## src/scalar_kalman_filter_range_switch_unit_defines.svh

```systemverilog
// Assertion macros for the scalar Kalman filter range-switch unit.
`ifndef SCALAR_KALMAN_FILTER_RANGE_SWITCH_UNIT_DEFINES_SVH
`define SCALAR_KALMAN_FILTER_RANGE_SWITCH_UNIT_DEFINES_SVH
`ifndef SYNTHESIS
`define SKFRS_ASSERT_IMP(label, ante, cons, msg) \
	label: assert property (@(posedge clk) disable iff (!arst_n) (ante) |-> (cons)) \
		else $error(msg);
`define SKFRS_ASSERT_NXT(label, ante, cons, msg) \
	label: assert property (@(posedge clk) disable iff (!arst_n) (ante) |=> (cons)) \
		else $error(msg);
`else
`define SKFRS_ASSERT_IMP(label, ante, cons, msg)
`define SKFRS_ASSERT_NXT(label, ante, cons, msg)
`endif
`endif

```

## src/skfrs_pkg.sv

```systemverilog
// Shared widths, register indexes and constants of the Kalman filter unit.
`default_nettype none
package skfrs_pkg;
	localparam int SAMPLE_W      = 32;
	localparam int CFG_W         = 24;
	localparam int CFG_IDX_W     = 2;
	localparam int GAIN_BITS     = 16;
	localparam int GAIN_W        = GAIN_BITS + 1;
	localparam int FRAC_BITS_DEF = 16;

	localparam logic [CFG_IDX_W-1:0] REG_PROCESS_NOISE = CFG_IDX_W'(0);
	localparam logic [CFG_IDX_W-1:0] REG_MEASURE_NOISE = CFG_IDX_W'(1);

	localparam logic [CFG_W-1:0]  Q_RESET  = CFG_W'(655);
	localparam logic [CFG_W-1:0]  R_RESET  = CFG_W'(16384);
	localparam logic [GAIN_W-1:0] GAIN_ONE = GAIN_W'(1) << GAIN_BITS;

	// divider: remainder width covers P + R, quotient covers 2*K + 1
	localparam int DIV_DW = SAMPLE_W + 1;
	localparam int DIV_QW = GAIN_BITS + 2;

	// multiplier: signed operand covers the innovation, unsigned the gain
	localparam int MUL_MW = SAMPLE_W + 2;
	localparam int MUL_NB = GAIN_W;
endpackage
`default_nettype wire

```

## src/skfrs_divider.sv

```systemverilog
// Restoring divider producing one quotient bit per cycle.
`default_nettype none
module skfrs_divider import skfrs_pkg::*; #(
	parameter int DW = DIV_DW,
	parameter int QW = DIV_QW
) (
	input  logic          clk,
	input  logic          arst_n,
	input  logic          start,
	input  logic [DW-1:0] rem_init,
	input  logic [QW-1:0] shift_in,
	input  logic [DW-1:0] divisor,
	output logic          done,
	output logic [QW-1:0] quotient
);
	localparam int CW = $clog2(QW + 1);

	logic [DW-1:0] rem_q;
	logic [DW-1:0] dvs_q;
	logic [QW-1:0] ql_q;
	logic [CW-1:0] cnt_q;
	logic          busy_q;
	logic          done_q;
	logic [DW:0]   trial;
	logic [DW:0]   diff;
	logic          take;

	assign trial = {rem_q, ql_q[QW-1]};
	assign take  = trial >= {1'b0, dvs_q};
	assign diff  = trial - {1'b0, dvs_q};

	always_ff @(posedge clk or negedge arst_n) begin
		if (!arst_n) begin
			busy_q <= 1'b0;
			done_q <= 1'b0;
			cnt_q  <= '0;
		end else begin
			done_q <= 1'b0;
			if (start) begin
				busy_q <= 1'b1;
				cnt_q  <= '0;
			end else if (busy_q) begin
				cnt_q <= cnt_q + CW'(1);
				if (cnt_q == CW'(QW - 1)) begin
					busy_q <= 1'b0;
					done_q <= 1'b1;
				end
			end
		end
	end

	// quotient bits shift in where dividend bits shift out
	always_ff @(posedge clk) begin
		if (start) begin
			rem_q <= rem_init;
			ql_q  <= shift_in;
			dvs_q <= divisor;
		end else if (busy_q) begin
			rem_q <= take ? diff[DW-1:0] : trial[DW-1:0];
			ql_q  <= {ql_q[QW-2:0], take};
		end
	end

	assign done     = done_q;
	assign quotient = ql_q;
endmodule
`default_nettype wire

```

## src/skfrs_serial_mul.sv

```systemverilog
// Shift-add multiplier taking one multiplier bit per cycle, LSB first.
`default_nettype none
module skfrs_serial_mul import skfrs_pkg::*; #(
	parameter int MW = MUL_MW,
	parameter int NB = MUL_NB
) (
	input  logic                 clk,
	input  logic                 arst_n,
	input  logic                 start,
	input  logic signed [MW-1:0] mcand,
	input  logic        [NB-1:0] mplier,
	output logic                 done,
	output logic signed [MW+NB:0] product
);
	localparam int CW = $clog2(NB + 1);

	logic signed [MW-1:0] mc_q;
	logic        [NB-1:0] mp_q;
	logic signed [MW:0]   hi_q;
	logic        [NB-1:0] lo_q;
	logic        [CW-1:0] cnt_q;
	logic                 busy_q;
	logic                 done_q;
	logic signed [MW:0]   addend;
	logic signed [MW:0]   sum;

	assign addend = mp_q[0] ? {mc_q[MW-1], mc_q} : '0;
	assign sum    = hi_q + addend;

	always_ff @(posedge clk or negedge arst_n) begin
		if (!arst_n) begin
			busy_q <= 1'b0;
			done_q <= 1'b0;
			cnt_q  <= '0;
		end else begin
			done_q <= 1'b0;
			if (start) begin
				busy_q <= 1'b1;
				cnt_q  <= '0;
			end else if (busy_q) begin
				cnt_q <= cnt_q + CW'(1);
				if (cnt_q == CW'(NB - 1)) begin
					busy_q <= 1'b0;
					done_q <= 1'b1;
				end
			end
		end
	end

	// add the partial product, then shift the accumulator right one bit
	always_ff @(posedge clk) begin
		if (start) begin
			mc_q <= mcand;
			mp_q <= mplier;
			hi_q <= '0;
			lo_q <= '0;
		end else if (busy_q) begin
			hi_q <= sum >>> 1;
			lo_q <= {sum[0], lo_q[NB-1:1]};
			mp_q <= mp_q >> 1;
		end
	end

	assign done    = done_q;
	assign product = {hi_q, lo_q};
endmodule
`default_nettype wire

```

## src/scalar_kalman_filter_range_switch_unit.sv

```systemverilog
// One sample word is in flight at a time: sample_stall stays high from acceptance
// until its result word is written back. The bit-serial gain divider and the two
// bit-serial multipliers (run side by side) do the work in between.
// A result waiting on a stalled output holds the sequencer in its final write-back state.
// Reset (arst_n low, asynchronous): estimate 4.0, covariance 0.02, Q 0.01, R 0.25.
`default_nettype none
`include "scalar_kalman_filter_range_switch_unit_defines.svh"
module scalar_kalman_filter_range_switch_unit import skfrs_pkg::*; #(
	parameter int FRAC_BITS = FRAC_BITS_DEF
) (
	input  logic                 clk,
	input  logic                 arst_n,
	input  logic                 sample_valid,
	output logic                 sample_stall,
	input  logic signed [SAMPLE_W-1:0] sample,
	output logic                 result_valid,
	input  logic                 result_stall,
	output logic signed [SAMPLE_W-1:0] estimate,
	output logic        [GAIN_W-1:0]   gain,
	input  logic                 cfg_valid,
	output logic                 cfg_ready,
	input  logic [CFG_IDX_W-1:0] cfg_index,
	input  logic [CFG_W-1:0]     cfg_data
);
	localparam logic [2:0] ST_IDLE   = 3'd0;
	localparam logic [2:0] ST_PREP   = 3'd1;
	localparam logic [2:0] ST_DIV    = 3'd2;
	localparam logic [2:0] ST_MSTART = 3'd3;
	localparam logic [2:0] ST_MUL    = 3'd4;
	localparam logic [2:0] ST_FIN1   = 3'd5;
	localparam logic [2:0] ST_FIN2   = 3'd6;

	localparam int W   = SAMPLE_W;
	localparam int PW  = MUL_MW + MUL_NB + 1;
	localparam int UW  = PW - GAIN_BITS;
	localparam int SW  = UW + 1;

	localparam logic signed [W-1:0] FX_FOUR = W'(longint'(4) << FRAC_BITS);
	localparam logic signed [W-1:0] FX_FIVE = W'(longint'(5) << FRAC_BITS);
	localparam logic signed [W-1:0] FX_SIX  = W'(longint'(6) << FRAC_BITS);
	localparam logic [W-1:0] COV_RESET =
		W'(((longint'(1) << FRAC_BITS) * 2 + 50) / 100);
	localparam logic signed [W-1:0] EST_RESET = FX_FOUR;
	localparam logic signed [W-1:0] EST_MAX = {1'b0, {(W-1){1'b1}}};
	localparam logic signed [W-1:0] EST_MIN = {1'b1, {(W-1){1'b0}}};
	localparam logic signed [PW-1:0] RND_HALF = PW'(1) << (GAIN_BITS - 1);

	logic [2:0]            state_q;
	logic [CFG_W-1:0]      q_q;
	logic [CFG_W-1:0]      r_q;
	logic signed [W-1:0]   est_q;
	logic [W-1:0]          prior_q;

	logic signed [W-1:0]   sample_s1;
	logic signed [W-1:0]   est_sw_s1;
	logic [W-1:0]          p_s1;
	logic signed [W:0]     diff_s2;
	logic                  dz_s2;
	logic [GAIN_W-1:0]     k_s3;
	logic signed [UW-1:0]  upd_s4;
	logic [W-1:0]          np_s4;

	logic                  result_valid_q;
	logic signed [W-1:0]   estimate_q;
	logic [GAIN_W-1:0]     gain_q;

	logic                  accept;
	logic                  out_free;
	logic signed [W-1:0]   est_sw;
	logic [W:0]            p_sum;
	logic [W-1:0]          p_sat;
	logic [DIV_DW-1:0]     denom;
	logic                  div_done;
	logic [DIV_QW-1:0]     quot;
	logic [DIV_QW:0]       k_round;
	logic                  mul_start;
	logic                  mul_done;
	logic                  mul2_done;
	logic signed [PW-1:0]  prod1;
	logic signed [PW-1:0]  prod2;
	logic signed [PW-1:0]  prod1_rnd;
	logic [PW-1:0]         prod2_rnd;
	logic signed [SW-1:0]  est_sum;
	logic signed [W-1:0]   est_new;

	assign cfg_ready    = 1'b1;
	assign sample_stall = state_q != ST_IDLE;
	assign accept       = sample_valid && !sample_stall;
	assign out_free     = !result_valid_q || !result_stall;

	// range switch on the kept estimate; the sample 4.0 skips it
	always_comb begin
		est_sw = est_q;
		if (sample != FX_FOUR) begin
			if (sample > FX_FIVE) begin
				if (est_q < FX_SIX) begin
					if (est_q[W-1] != est_q[W-2])
						est_sw = est_q[W-1] ? EST_MIN : EST_MAX;
					else
						est_sw = {est_q[W-2:0], 1'b0};
				end
			end else if (est_q > FX_FIVE) begin
				est_sw = {1'b0, est_q[W-1:1]};
			end
		end
	end

	assign p_sum = {1'b0, prior_q} + (W + 1)'(q_q);
	assign p_sat = p_sum[W] ? '1 : p_sum[W-1:0];
	assign denom = DIV_DW'({1'b0, p_s1} + (W + 1)'(r_q));

	// round half up: K = (floor(P * 2^17 / (P + R)) + 1) / 2
	assign k_round = {1'b0, quot} + (DIV_QW + 1)'(1);

	assign mul_start = state_q == ST_MSTART;

	skfrs_divider #(
		.DW(DIV_DW),
		.QW(DIV_QW)
	) u_div (
		.clk      (clk),
		.arst_n   (arst_n),
		.start    (state_q == ST_PREP),
		.rem_init (DIV_DW'(p_s1 >> 1)),
		.shift_in ({p_s1[0], (DIV_QW - 1)'(0)}),
		.divisor  (denom),
		.done     (div_done),
		.quotient (quot)
	);

	skfrs_serial_mul #(
		.MW(MUL_MW),
		.NB(MUL_NB)
	) u_mul_upd (
		.clk     (clk),
		.arst_n  (arst_n),
		.start   (mul_start),
		.mcand   (MUL_MW'(diff_s2)),
		.mplier  (k_s3),
		.done    (mul_done),
		.product (prod1)
	);

	skfrs_serial_mul #(
		.MW(MUL_MW),
		.NB(MUL_NB)
	) u_mul_cov (
		.clk     (clk),
		.arst_n  (arst_n),
		.start   (mul_start),
		.mcand   ($signed(MUL_MW'(p_s1))),
		.mplier  (GAIN_ONE - k_s3),
		.done    (mul2_done),
		.product (prod2)
	);

	assign prod1_rnd = prod1 + RND_HALF;
	assign prod2_rnd = $unsigned(prod2) + $unsigned(RND_HALF);
	assign est_sum   = SW'(est_sw_s1) + SW'(upd_s4);

	always_comb begin
		if (est_sum > SW'(EST_MAX))
			est_new = EST_MAX;
		else if (est_sum < SW'(EST_MIN))
			est_new = EST_MIN;
		else
			est_new = est_sum[W-1:0];
	end

	// configuration registers
	always_ff @(posedge clk or negedge arst_n) begin
		if (!arst_n) begin
			q_q <= Q_RESET;
			r_q <= R_RESET;
		end else if (cfg_valid && cfg_ready) begin
			unique case (cfg_index)
				REG_PROCESS_NOISE: q_q <= cfg_data;
				REG_MEASURE_NOISE: r_q <= cfg_data;
				default: ;
			endcase
		end
	end

	// sequencer and filter state
	always_ff @(posedge clk or negedge arst_n) begin
		if (!arst_n) begin
			state_q        <= ST_IDLE;
			est_q          <= EST_RESET;
			prior_q        <= COV_RESET;
			result_valid_q <= 1'b0;
		end else begin
			if (result_valid_q && !result_stall && state_q != ST_FIN2)
				result_valid_q <= 1'b0;
			unique case (state_q)
				ST_IDLE:   if (accept) state_q <= ST_PREP;
				ST_PREP:   state_q <= ST_DIV;
				ST_DIV:    if (div_done) state_q <= ST_MSTART;
				ST_MSTART: state_q <= ST_MUL;
				ST_MUL:    if (mul_done && mul2_done) state_q <= ST_FIN1;
				ST_FIN1:   state_q <= ST_FIN2;
				ST_FIN2: begin
					// hold until the output register is free
					if (out_free) begin
						est_q          <= est_new;
						prior_q        <= np_s4;
						result_valid_q <= 1'b1;
						state_q        <= ST_IDLE;
					end
				end
				default: state_q <= ST_IDLE;
			endcase
		end
	end

	always_ff @(posedge clk) begin
		if (accept) begin
			sample_s1 <= sample;
			est_sw_s1 <= est_sw;
			p_s1      <= p_sat;
		end
		if (state_q == ST_PREP) begin
			diff_s2 <= (W + 1)'(sample_s1) - (W + 1)'(est_sw_s1);
			dz_s2   <= (p_s1 == '0) && (r_q == '0);
		end
		if (state_q == ST_DIV && div_done)
			k_s3 <= dz_s2 ? '0 : k_round[GAIN_W:1];
		if (state_q == ST_FIN1) begin
			upd_s4 <= prod1_rnd[PW-1:GAIN_BITS];
			np_s4  <= prod2_rnd[W+GAIN_BITS-1:GAIN_BITS];
		end
		if (state_q == ST_FIN2 && out_free) begin
			estimate_q <= est_new;
			gain_q     <= k_s3;
		end
	end

	assign result_valid = result_valid_q;
	assign estimate     = estimate_q;
	assign gain         = gain_q;

	`SKFRS_ASSERT_IMP(a_div_done_phase, div_done, state_q == ST_DIV, "divider done outside divide phase")
	`SKFRS_ASSERT_IMP(a_mul_lockstep, mul_done != mul2_done, 1'b0, "multipliers out of step")
	`SKFRS_ASSERT_IMP(a_gain_range, result_valid, gain <= GAIN_ONE, "gain above one")
	`SKFRS_ASSERT_NXT(a_result_loads, state_q == ST_FIN2 && out_free, result_valid, "result word not loaded")
endmodule
`default_nettype wire

```

## config.mk

```make
export PLATFORM = sky130hd
export DESIGN_NAME = scalar_kalman_filter_range_switch_unit
export DESIGN_NICKNAME = d
export VERILOG_FILES = /design/src/skfrs_pkg.sv /design/src/skfrs_divider.sv /design/src/skfrs_serial_mul.sv /design/src/scalar_kalman_filter_range_switch_unit.sv
export VERILOG_INCLUDE_DIRS = /design/src /design/src/src
export SDC_FILE = /design/constraint.sdc
export NUM_CORES = 1
export LEC_CHECK = 0
export BUFFER_PORTS_ARGS = -buffer_cell sky130_fd_sc_hd__buf_4
export CORE_MARGIN = 3
export CORE_UTILIZATION = 52
export CTS_CLUSTER_SIZE = 24
export DETAILED_ROUTE_END_ITERATION = 6
export PLACE_DENSITY = 0.69
export SYNTH_ARGS = -nofsm -noshare
export SYNTH_HDL_FRONTEND = slang
export SYNTH_SLANG_ARGS = --single-unit
export TNS_END_PERCENT = 50
```

## constraint.sdc

```tcl
create_clock -name clk -period 24 [get_ports clk]
set_input_delay 7.2 -clock clk [delete_from_list [all_inputs] [get_ports clk]]
set_output_delay 7.2 -clock clk [all_outputs]
set_load 0.005 [all_outputs]
```

==> flow_summary.json, run 1 <==
{
  "status": "completed",
  "cts-hold-fix-buffers": 0,
  "diodes": 0,
  "yosysMostFrequentCell": "nand2_1",
  "die_h_um": 273.0,
  "core_area_sq_mm": 0.07027,
  "cts.sinks": 656,
  "drc_errors": 0,
  "grt_pass1_wl_mm": 141.0,
  "critPathBufInv": 1,
  "path_clk_slew_ns": 0.06,
  "syn_area_sq_mm": 0.03707,
  "first_global_vias": 25520,
  "finClkSkew_ns": 0.02289,
  "cp.required_ns": 24.36,
  "min_period_ns": 9.984,
  "syn_inst": 3591,
  "wirelength_mm": 88.45,
  "setup_viol": 0,
  "dieArea_sq_mm": 0.07453,
  "worstSetupEndpoint": "est_sw_s1[28]",
  "ys_seq_area_share_pct": 48.88,
  "hold_viol": 0,
  "nFillCells": 5919,
  "synth_commonest_cells": "nand2_1, edfxtp_1, nor2_1",
  "cp_max_fo": 31,
  "antenna_found_initial": 2,
  "fin_crit_sh_pct": 41.60,
  "cp_top_family": "simple AND/OR/NAND/NOR gates",
  "ys_types": 97,
  "cp.arrival_ns": 10.34,
  "reg2reg_from": "est_sw_s1[0]",
  "ys.flop_type": "edfxtp_1",
  "cts-htree-levels": 3,
  "cpMaxStageDelayCell": "or2_1",
  "hold_start": "diff_s2[0]",
  "initial_core_util_pct": 52.75,
  "rr_endpoint": "est_q[2]",
  "rr_worst_depth": 13,
  "critPathLaunch": "sample[1]",
  "vias": 26910,
  "cts_root_buf": "clkbuf_16",
  "postSynthAreaPerCell_sq_um": 10.32,
  "max_stage_delay_ns": 0.65,
  "dp_cells": 4549,
  "place_congestion": 0.8784,
  "ys_top_cells_by_area": "edfxtp_1, dfrtp_1, ha_1, dfxtp_1, nand2_1",
  "drv_slew": 0,
  "portBuffers": 113,
  "drtPass1Iterations": 6,
  "cp.depth": 9,
  "synth_edf_count": 428,
  "pwr_density_cell_mw_per_mm2": 146.8,
  "syn2layout_area_growth_pct": 11.60,
  "hpwl_mm": 64.07,
  "grt_overflow": 0,
  "final_cells": 4689,
  "cts_resized": 0,
  "tightest_slew_ns": 1.217,
  "p_leak_nw": 17.39,
  "end_kind": "flop",
  "viasPerCell": 5.738,
  "die_x_um": 273.0,
  "grt_max_degree": 93,
  "grt_usage_pct": 23.70,
  "tritoncts": "yes",
  "drv_cap": 0,
  "synth_async_sr_flop_share_pct": 20.88,
  "r2r_setup_slack_ns": 19.52,
  "relSlewSlack_pct": 18.68,
  "drive_gt1_share_pct": 9.736,
  "vdd_drop_max_mv": 0.08179,
  "ys_seq_elements": 656,
  "synth_top_cell_area_share_pct": 34.67,
  "yosysTopAreaCell": "edfxtp_1",
  "critical_path_class": "input pin to flop",
  "tns_ns": 0,
  "min_path_type": "flop to flop",
  "grt_setup_unrepaired": "no",
  "first_iter_violations": 1832,
  "max_freq_mhz": 100.2,
  "ios": 115,
  "clk_latency_ns": 0.62,
  "syn_nets": 3890,
  "cts_buffers": 75,
  "yosysWarnings": 0,
  "cp-start-kind": "input pin",
  "rows": 97,
  "wl_per_cell_um": 18.86,
  "fin_nets": 3985,
  "crit_path_cell_trace": "buf_4 -> nor4_1 -> nand4_1 -> or4_1 -> mux2_2 -> a21oi_1 -> nor2_1 -> or2_1 -> o221a_1",
  "clk_path_buf_depth": 3,
  "post_cts_buffers": 0,
  "ant_nets": 0
}
==> power by group <==
group / switching (mW) / internal, mW / total, mW
logic: 1.62 / 1.17 / 2.80
clock network: 0.475 / 0.686 / 1.16
registers: 0.355 / 1.76 / 2.12
total: 2.45 / 3.62 / 6.08
==> area by class of cell <==
class	instances	area (sq um)	area share, %
flip-flops and latches	656	18120	43.81
multi-input cells	2664	17960	43.42
clock buffers	101	2110	5.099
well taps	940	1176	2.843
repair buffers	136	1025	2.477
inverters	153	583.1	1.409
clock inverters	39	391.6	0.9466
==> state kept, by name (all words and copies together) (netlist names), 33 cells and up <==
register and cells:
diff_s2 33, u_div.dvs_q 33, u_div.rem_q 33, u_mul_cov.hi_q 34
u_mul_upd.hi_q 34, u_mul_upd.mc_q 33, upd_s4 36
==> logic make-up after synthesis <==
kind of cell	count (synthesis)	synth area share (%)
and+or+nand+nor	1225	15.56
AOI/OAI and AO/OA	789	14.17
DFF	656	48.88
xor gates and xnor gates	281	6.659
buffers and inverters	271	2.862
adders and majority gates	237	8.134
muxes	131	3.723
other	1	0.01012
==> worst min path at each step <==
stage	endpoint	slack, ns	cells after the start
finish	u_mul_upd.mc_q[0]	0.41	0
floorplan	u_mul_upd.mc_q[0]	0.40	0
detailed placement	u_mul_upd.mc_q[25]	0.40	0
CTS	u_mul_upd.mc_q[2]	0.42	0
global route	u_mul_upd.mc_q[24]	0.43	0
global placement	u_mul_upd.mc_q[3]	0.40	0
==> per-stage QoR <==
step / total power, mW / utilization, % / setup WS (ns) / hold slack, ns / cell area, sq um
final: 6.075 / 58.87 / 14.02 / 0.4113 / 41370
after global routing: 6.542 / 58.87 / 13.90 / 0.4261 / 41370
after CTS: 6.094 / 58.87 / 14.06 / 0.4202 / 41370
after detailed placement: 4.904 / 55.31 / 13.42 / 0.4045 / 38870
after global placement: 4.851 / 55.31 / 13.44 / 0.4009 / 38870
after floorplan: 4.196 / - / 8.985 / 0.4003 / 37070
==> cell usage in the layout (no fill, tap or decap), types with 76 or more instances in the layout <==
cell type and n:
inv_1 149, clkbuf_16 79, o21ai_0 124, xnor2_1 166
mux2i_1 76, nand2_1 478, ha_1 229, a21oi_1 221
and2_1 78, dfrtp_1 120, buf_4 135, edfxtp_1 428
nor2_1 254, xor2_1 114, a21o_1 89, nand3_1 86
dfxtp_1 91
==> metal layers <==
metal | vias to the layer above | part of all wire (%) | GRT usage (%)
li1 | 13270 | - | -
met1 | 12870 | 47 | 34.17
met2 | 658 | 46 | 38.25
met3 | 118 | 5.2 | 3.047
met4 | 0 | 2.2 | 5.576
met5 | - | 0 | 0
Note: power is estimated with default switching activity, not from simulation.
==> inputs of run 2 (changes only) <==
==> constraint.sdc (replaced) <==
create_clock -name clk -period 9.6 [get_ports clk]
set_input_delay 2.88 -clock clk [delete_from_list [all_inputs] [get_ports clk]]
set_output_delay 2.88 -clock clk [all_outputs]
set_load 0.005 [all_outputs]
==> run 2 against run 1 <==
  * Sequential share of layout area is 0.094 points higher
  * Setup slack worse by 10 ns
  * Sequential power is 150% higher
  * Hold slack better by 0.0041 ns
==> flow_summary.json, run 2 (same netlist as run 1, synthesis figures left out) <==
{
  "status": "completed",
  "ios": 115,
  "cts_root_buf": "clkbuf_16",
  "drv_slew": 0,
  "cp.required_ns": 9.96,
  "wirelength_mm": 89.30,
  "rr_endpoint": "est_q[25]",
  "cts-hold-fix-buffers": 0,
  "crit_path_cell_trace": "buf_4 -> nor4_1 -> nand4_1 -> or4_1 -> mux2_2 -> a21oi_1 -> nor2_1 -> or2_1 -> o221a_1",
  "reg2reg_from": "est_sw_s1[21]",
  "die_x_um": 273.0,
  "grt_max_degree": 93,
  "critPathBufInv": 1,
  "pwr_density_cell_mw_per_mm2": 366.2,
  "first_iter_violations": 2331,
  "cts_resized": 0,
  "rows": 97,
  "max_freq_mhz": 177.4,
  "whs_path_depth": 0,
  "fin_crit_sh_pct": 58.71,
  "clk_path_buf_depth": 3,
  "viasPerCell": 5.790,
  "tritoncts": "yes",
  "ant_nets": 0,
  "fin_nets": 3984,
  "path_clk_slew_ns": 0.06,
  "hpwl_mm": 63.93,
  "die_h_um": 273.0,
  "largest_register_ffs": 36,
  "vdd_drop_max_mv": 0.2602,
  "grt_usage_pct": 23.77,
  "drc_errors": 0,
  "vias": 27130,
  "drv_cap": 0,
  "cts.sinks": 656,
  "cts_buffers": 74,
  "place_congestion": 0.9034,
  "cp-start-kind": "input pin",
  "cp.arrival_ns": 6.00,
  "critical_path_class": "input pin to flop",
  "dp_cells": 4549,
  "portBuffers": 113,
  "finClkSkew_ns": 0.02282,
  "grt_overflow": 0,
  "holdPathEnd": "u_mul_upd.mc_q[3]",
  "final_common_cell": "nand2_1",
  "most-common-layout-cells": "nand2_1, edfxtp_1, nor2_1",
  "drtPass1Iterations": 5,
  "cp_top_family": "simple AND/OR/NAND/NOR gates",
  "rr_worst_depth": 11,
  "p_leak_nw": 17.35,
  "post_cts_buffers": 0,
  "regMostFlops": "upd_s4",
  "r2r_setup_slack_ns": 5.00,
  "tns_ns": 0,
  "critPathLaunch": "sample[1]",
  "min_period_ns": 5.637,
  "end_kind": "flop",
  "hold_viol": 0,
  "diodes": 0,
  "reg.largest.list": "upd_s4: 36 flops, u_mul_cov.hi_q: 34 flops, u_mul_upd.hi_q: 34 flops",
  "cp_max_fo": 31,
  "max_stage_delay_ns": 0.65,
  "syn2layout_area_growth_pct": 11.36,
  "wl_per_cell_um": 19.06,
  "grt_setup_unrepaired": "no",
  "relSlewSlack_pct": 18.84,
  "antenna_found_initial": 5,
  "setup_viol": 0,
  "drive_gt1_share_pct": 9.610,
  "grt_pass1_wl_mm": 140.7,
  "cpMaxStageDelayCell": "or2_1",
  "dieArea_sq_mm": 0.07453,
  "clk_latency_ns": 0.63,
  "tightest_slew_ns": 1.215,
  "initial_core_util_pct": 52.75,
  "cts-htree-levels": 3,
  "core_area_sq_mm": 0.07027,
  "first_global_vias": 25650,
  "hold_start": "diff_s2[3]",
  "min_path_type": "flop to flop",
  "final_cells": 4686
}
## run 2: final cells by class
class / instances / area (sq um)
inverters: 153 / 583.1
clock inverters: 38 / 361.6
multi-input cells: 2664 / 17980
well taps: 940 / 1176
repair buffers: 136 / 1025
fillers: 5927 / 28990
flip-flops and latches: 656 / 18120
clock buffers: 99 / 2037
## run 2: worst max path at each step
stage,end,slack [ns],depth (start not counted)
final,est_sw_s1[28],3.96,9
after floorplan,est_sw_s1[0],2.34,2
after global routing,est_sw_s1[24],3.76,9
after CTS,est_sw_s1[28],3.72,9
after detailed placement,est_sw_s1[2],3.07,9
after global placement,est_sw_s1[24],3.13,9
## run 2: power by group
group | switching (mW) | internal (mW) | total (mW)
registers | 0.885 | 4.41 | 5.29
logic | 4.07 | 2.94 | 7.01
clock network | 1.18 | 1.64 | 2.81
## run 2: stage by stage
| stage | worst slack [ns] | util [%] | power, mW | cell area (sq um) | hold WS (ns) |
|---|---|---|---|---|---|
| finish | 3.963 | 58.75 | 15.12 | 41280 | 0.4154 |
| global route | 3.760 | 58.75 | 16.27 | 41280 | 0.4247 |
| CTS | 3.718 | 58.74 | 15.14 | 41270 | 0.4171 |
| detailed placement | 3.066 | 55.32 | 12.26 | 38880 | 0.4055 |
| global placement | 3.132 | 55.32 | 12.13 | 38880 | 0.4008 |
| floorplan | 2.337 | - | 10.48 | 37070 | 0.4003 |
## run 2: routing by layer
layer / track usage, % / vias up / routed length (um)
li1: - / 13260 / -
met1: 33.45 / 13020 / 41030
met3: 4.030 / 153 / 5177
met5: 0 / - / 24
met4: 7.402 / 4 / 2705
met2: 37.69 / 698 / 40370
## run 2: worst register-to-register path, stage by stage, from the launching register on
cell and delay (ns):
edfxtp_1 0.46, ha_1 0.46, and3_1 0.21, and2_1 0.20, nand3_1 0.16, nor4_1 0.57, nand4_1 0.28, nand3_1 0.22
xor2_1 0.10, or3_4 0.41, o311ai_4 1.04, o311ai_1 0.29
==> inputs of run 3 (changes only) <==
--- a/config.mk
+++ b/config.mk
@@ -11,7 +11,7 @@
 export CORE_UTILIZATION = 52
 export CTS_CLUSTER_SIZE = 24
 export DETAILED_ROUTE_END_ITERATION = 6
-export PLACE_DENSITY = 0.69
+export PLACE_DENSITY = 0.71
 export SYNTH_ARGS = -nofsm -noshare
 export SYNTH_HDL_FRONTEND = slang
 export SYNTH_SLANG_ARGS = --single-unit
==> constraint.sdc (replaced) <==
create_clock -name clk -period 4.8 [get_ports clk]
set_input_delay 1.44 -clock clk [delete_from_list [all_inputs] [get_ports clk]]
set_output_delay 1.44 -clock clk [all_outputs]
set_load 0.005 [all_outputs]
==> run 3 against run 2 <==
  * Utilization up 0.19 points
  * Flip-flop and latch count unchanged
  * Cell area is 0.32% higher
  * Hold slack worse by 0.0066 ns
  * Global-route usage is essentially flat
  * First-iteration DRC count grew 3.4%
  * Critical path type is now flop to flop
  * Critical endpoint is now estimate[21]
  * Largest power group unchanged
==> flow_summary.json, run 3 (same netlist as run 1, synthesis figures left out) <==
{
  "status": "completed",
  "first_iter_violations": 2411,
  "largest_register_ffs": 36,
  "tightest_slew_ns": 1.209,
  "clk_path_buf_depth": 3,
  "fin_nets": 3997,
  "syn2layout_area_growth_pct": 11.72,
  "antenna_found_initial": 2,
  "relSlewSlack_pct": 19.31,
  "drtPass1Iterations": 6,
  "dieArea_sq_mm": 0.07453,
  "reg2reg_from": "est_sw_s1[0]",
  "drive_gt1_share_pct": 9.949,
  "regMostFlops": "upd_s4",
  "grt_usage_pct": 23.77,
  "fin_crit_sh_pct": 87.88,
  "diodes": 0,
  "min_period_ns": 4.218,
  "cts-htree-levels": 3,
  "cts_buffers": 73,
  "place_area_sq_mm": 0.03902,
  "pwr_density_cell_mw_per_mm2": 732.2,
  "hold_viol": 0,
  "cts.sinks": 656,
  "core_area_sq_mm": 0.07027,
  "ios": 115,
  "cp-start-kind": "flop",
  "drv_slew": 0,
  "cp_max_fo": 12,
  "max_freq_mhz": 237.1,
  "first_global_vias": 26080,
  "p_leak_nw": 17.43,
  "most-common-layout-cells": "nand2_1, edfxtp_1, nor2_1",
  "vias": 27130,
  "path_clk_slew_ns": 0.06,
  "die_x_um": 273.0,
  "reg.largest.list": "upd_s4: 36 flops, u_mul_cov.hi_q: 34 flops, u_mul_upd.hi_q: 34 flops",
  "cp.required_ns": 5.14,
  "cts-hold-fix-buffers": 0,
  "min_path_type": "flop to flop",
  "hpwl_mm": 64.16,
  "cts_resized": 0,
  "die_h_um": 273.0,
  "grt_overflow": 0,
  "rows": 97,
  "grt_pass1_wl_mm": 141.6,
  "ant_nets": 0,
  "grt_max_degree": 97,
  "vdd_drop_max_mv": 0.3804,
  "initial_core_util_pct": 52.75,
  "grt_setup_unrepaired": "no",
  "cp.arrival_ns": 4.56,
  "end_kind": "flop",
  "place_congestion": 0.9149,
  "setup_viol": 0,
  "tritoncts": "yes",
  "final_common_cell": "nand2_1",
  "wl_per_cell_um": 18.97,
  "drc_errors": 0,
  "wirelength_mm": 89.12,
  "whs_path_depth": 0,
  "post_cts_buffers": 0,
  "drv_cap": 0,
  "clk_latency_ns": 0.63,
  "fin_area_sq_mm": 0.04141,
  "critPathLaunch": "est_sw_s1[0]",
  "portBuffers": 113,
  "viasPerCell": 5.774,
  "cts_root_buf": "clkbuf_16",
  "rr_worst_depth": 14,
  "hold_start": "diff_s2[6]",
  "critical_path_class": "flop to flop",
  "tns_ns": 0,
  "finClkSkew_ns": 0.02690
}
## run 3: through the flow
step	utilization, %	worst slack, ns	power, mW	cells	hold WS [ns]
floorplan	-	0.3055	20.95	3591	0.4003
global placement	55.53	0.5215	24.35	4563	0.4029
detailed placement	55.53	0.4407	24.65	4563	0.4045
CTS	58.94	0.6407	30.36	4699	0.4062
global route	58.94	0.3502	32.65	4699	0.4208
finish	58.94	0.5819	30.33	4699	0.4087
## run 3: final cells by class
cell class,instances,area [sq um]
fill,5849,28860
sequential,656,18120
multi-input combinational,2664,17970
clock buffer,104,2128
tap,940,1176
timing repair buffer,150,1167
inverter,153,583.1
clock inverter,32,267.8
## run 3: report_power, final
part / switching (mW) / internal (mW)
clock network: 2.33 / 3.22
registers: 1.78 / 8.81
logic: 8.22 / 5.96
total: 12.3 / 18.0
## run 3: final timing paths
path | end | slack [ns]
max | estimate[21] | 0.58
min | u_mul_upd.mc_q[6] | 0.41
max reg2reg | estimate[21] | 0.58
min reg2reg | u_mul_upd.mc_q[6] | 0.41
max in group asynchronous | est_q[18] | 3.07
min in group asynchronous | r_q[16] | 0.80
## run 3: metal layers
metal  wire length, um  share of wire (%)  vias up  global-route usage (%)
li1                  -                  -    13260                       -
met1             40030                 45    12940                   32.59
met2             40210                 45      730                   37.80
met3              5208                5.8      201                   4.074
met4              3673                4.1        0                   9.256
met5                 0                  0        -                       0
## run 3: worst max-delay path: stages, from the launching register on
cell      delay, ns
edfxtp_1       0.46
ha_1           0.28
inv_1          0.08
fa_1           0.21
nor2b_1        0.07
o31a_1         0.27
o31ai_1        0.34
nand4b_1       0.34
nand4_1        0.17
nand3_1        0.13
xor2_1         0.17
or3_4          0.41
o31ai_4        0.62
buf_4          0.30
o21ai_1        0.09
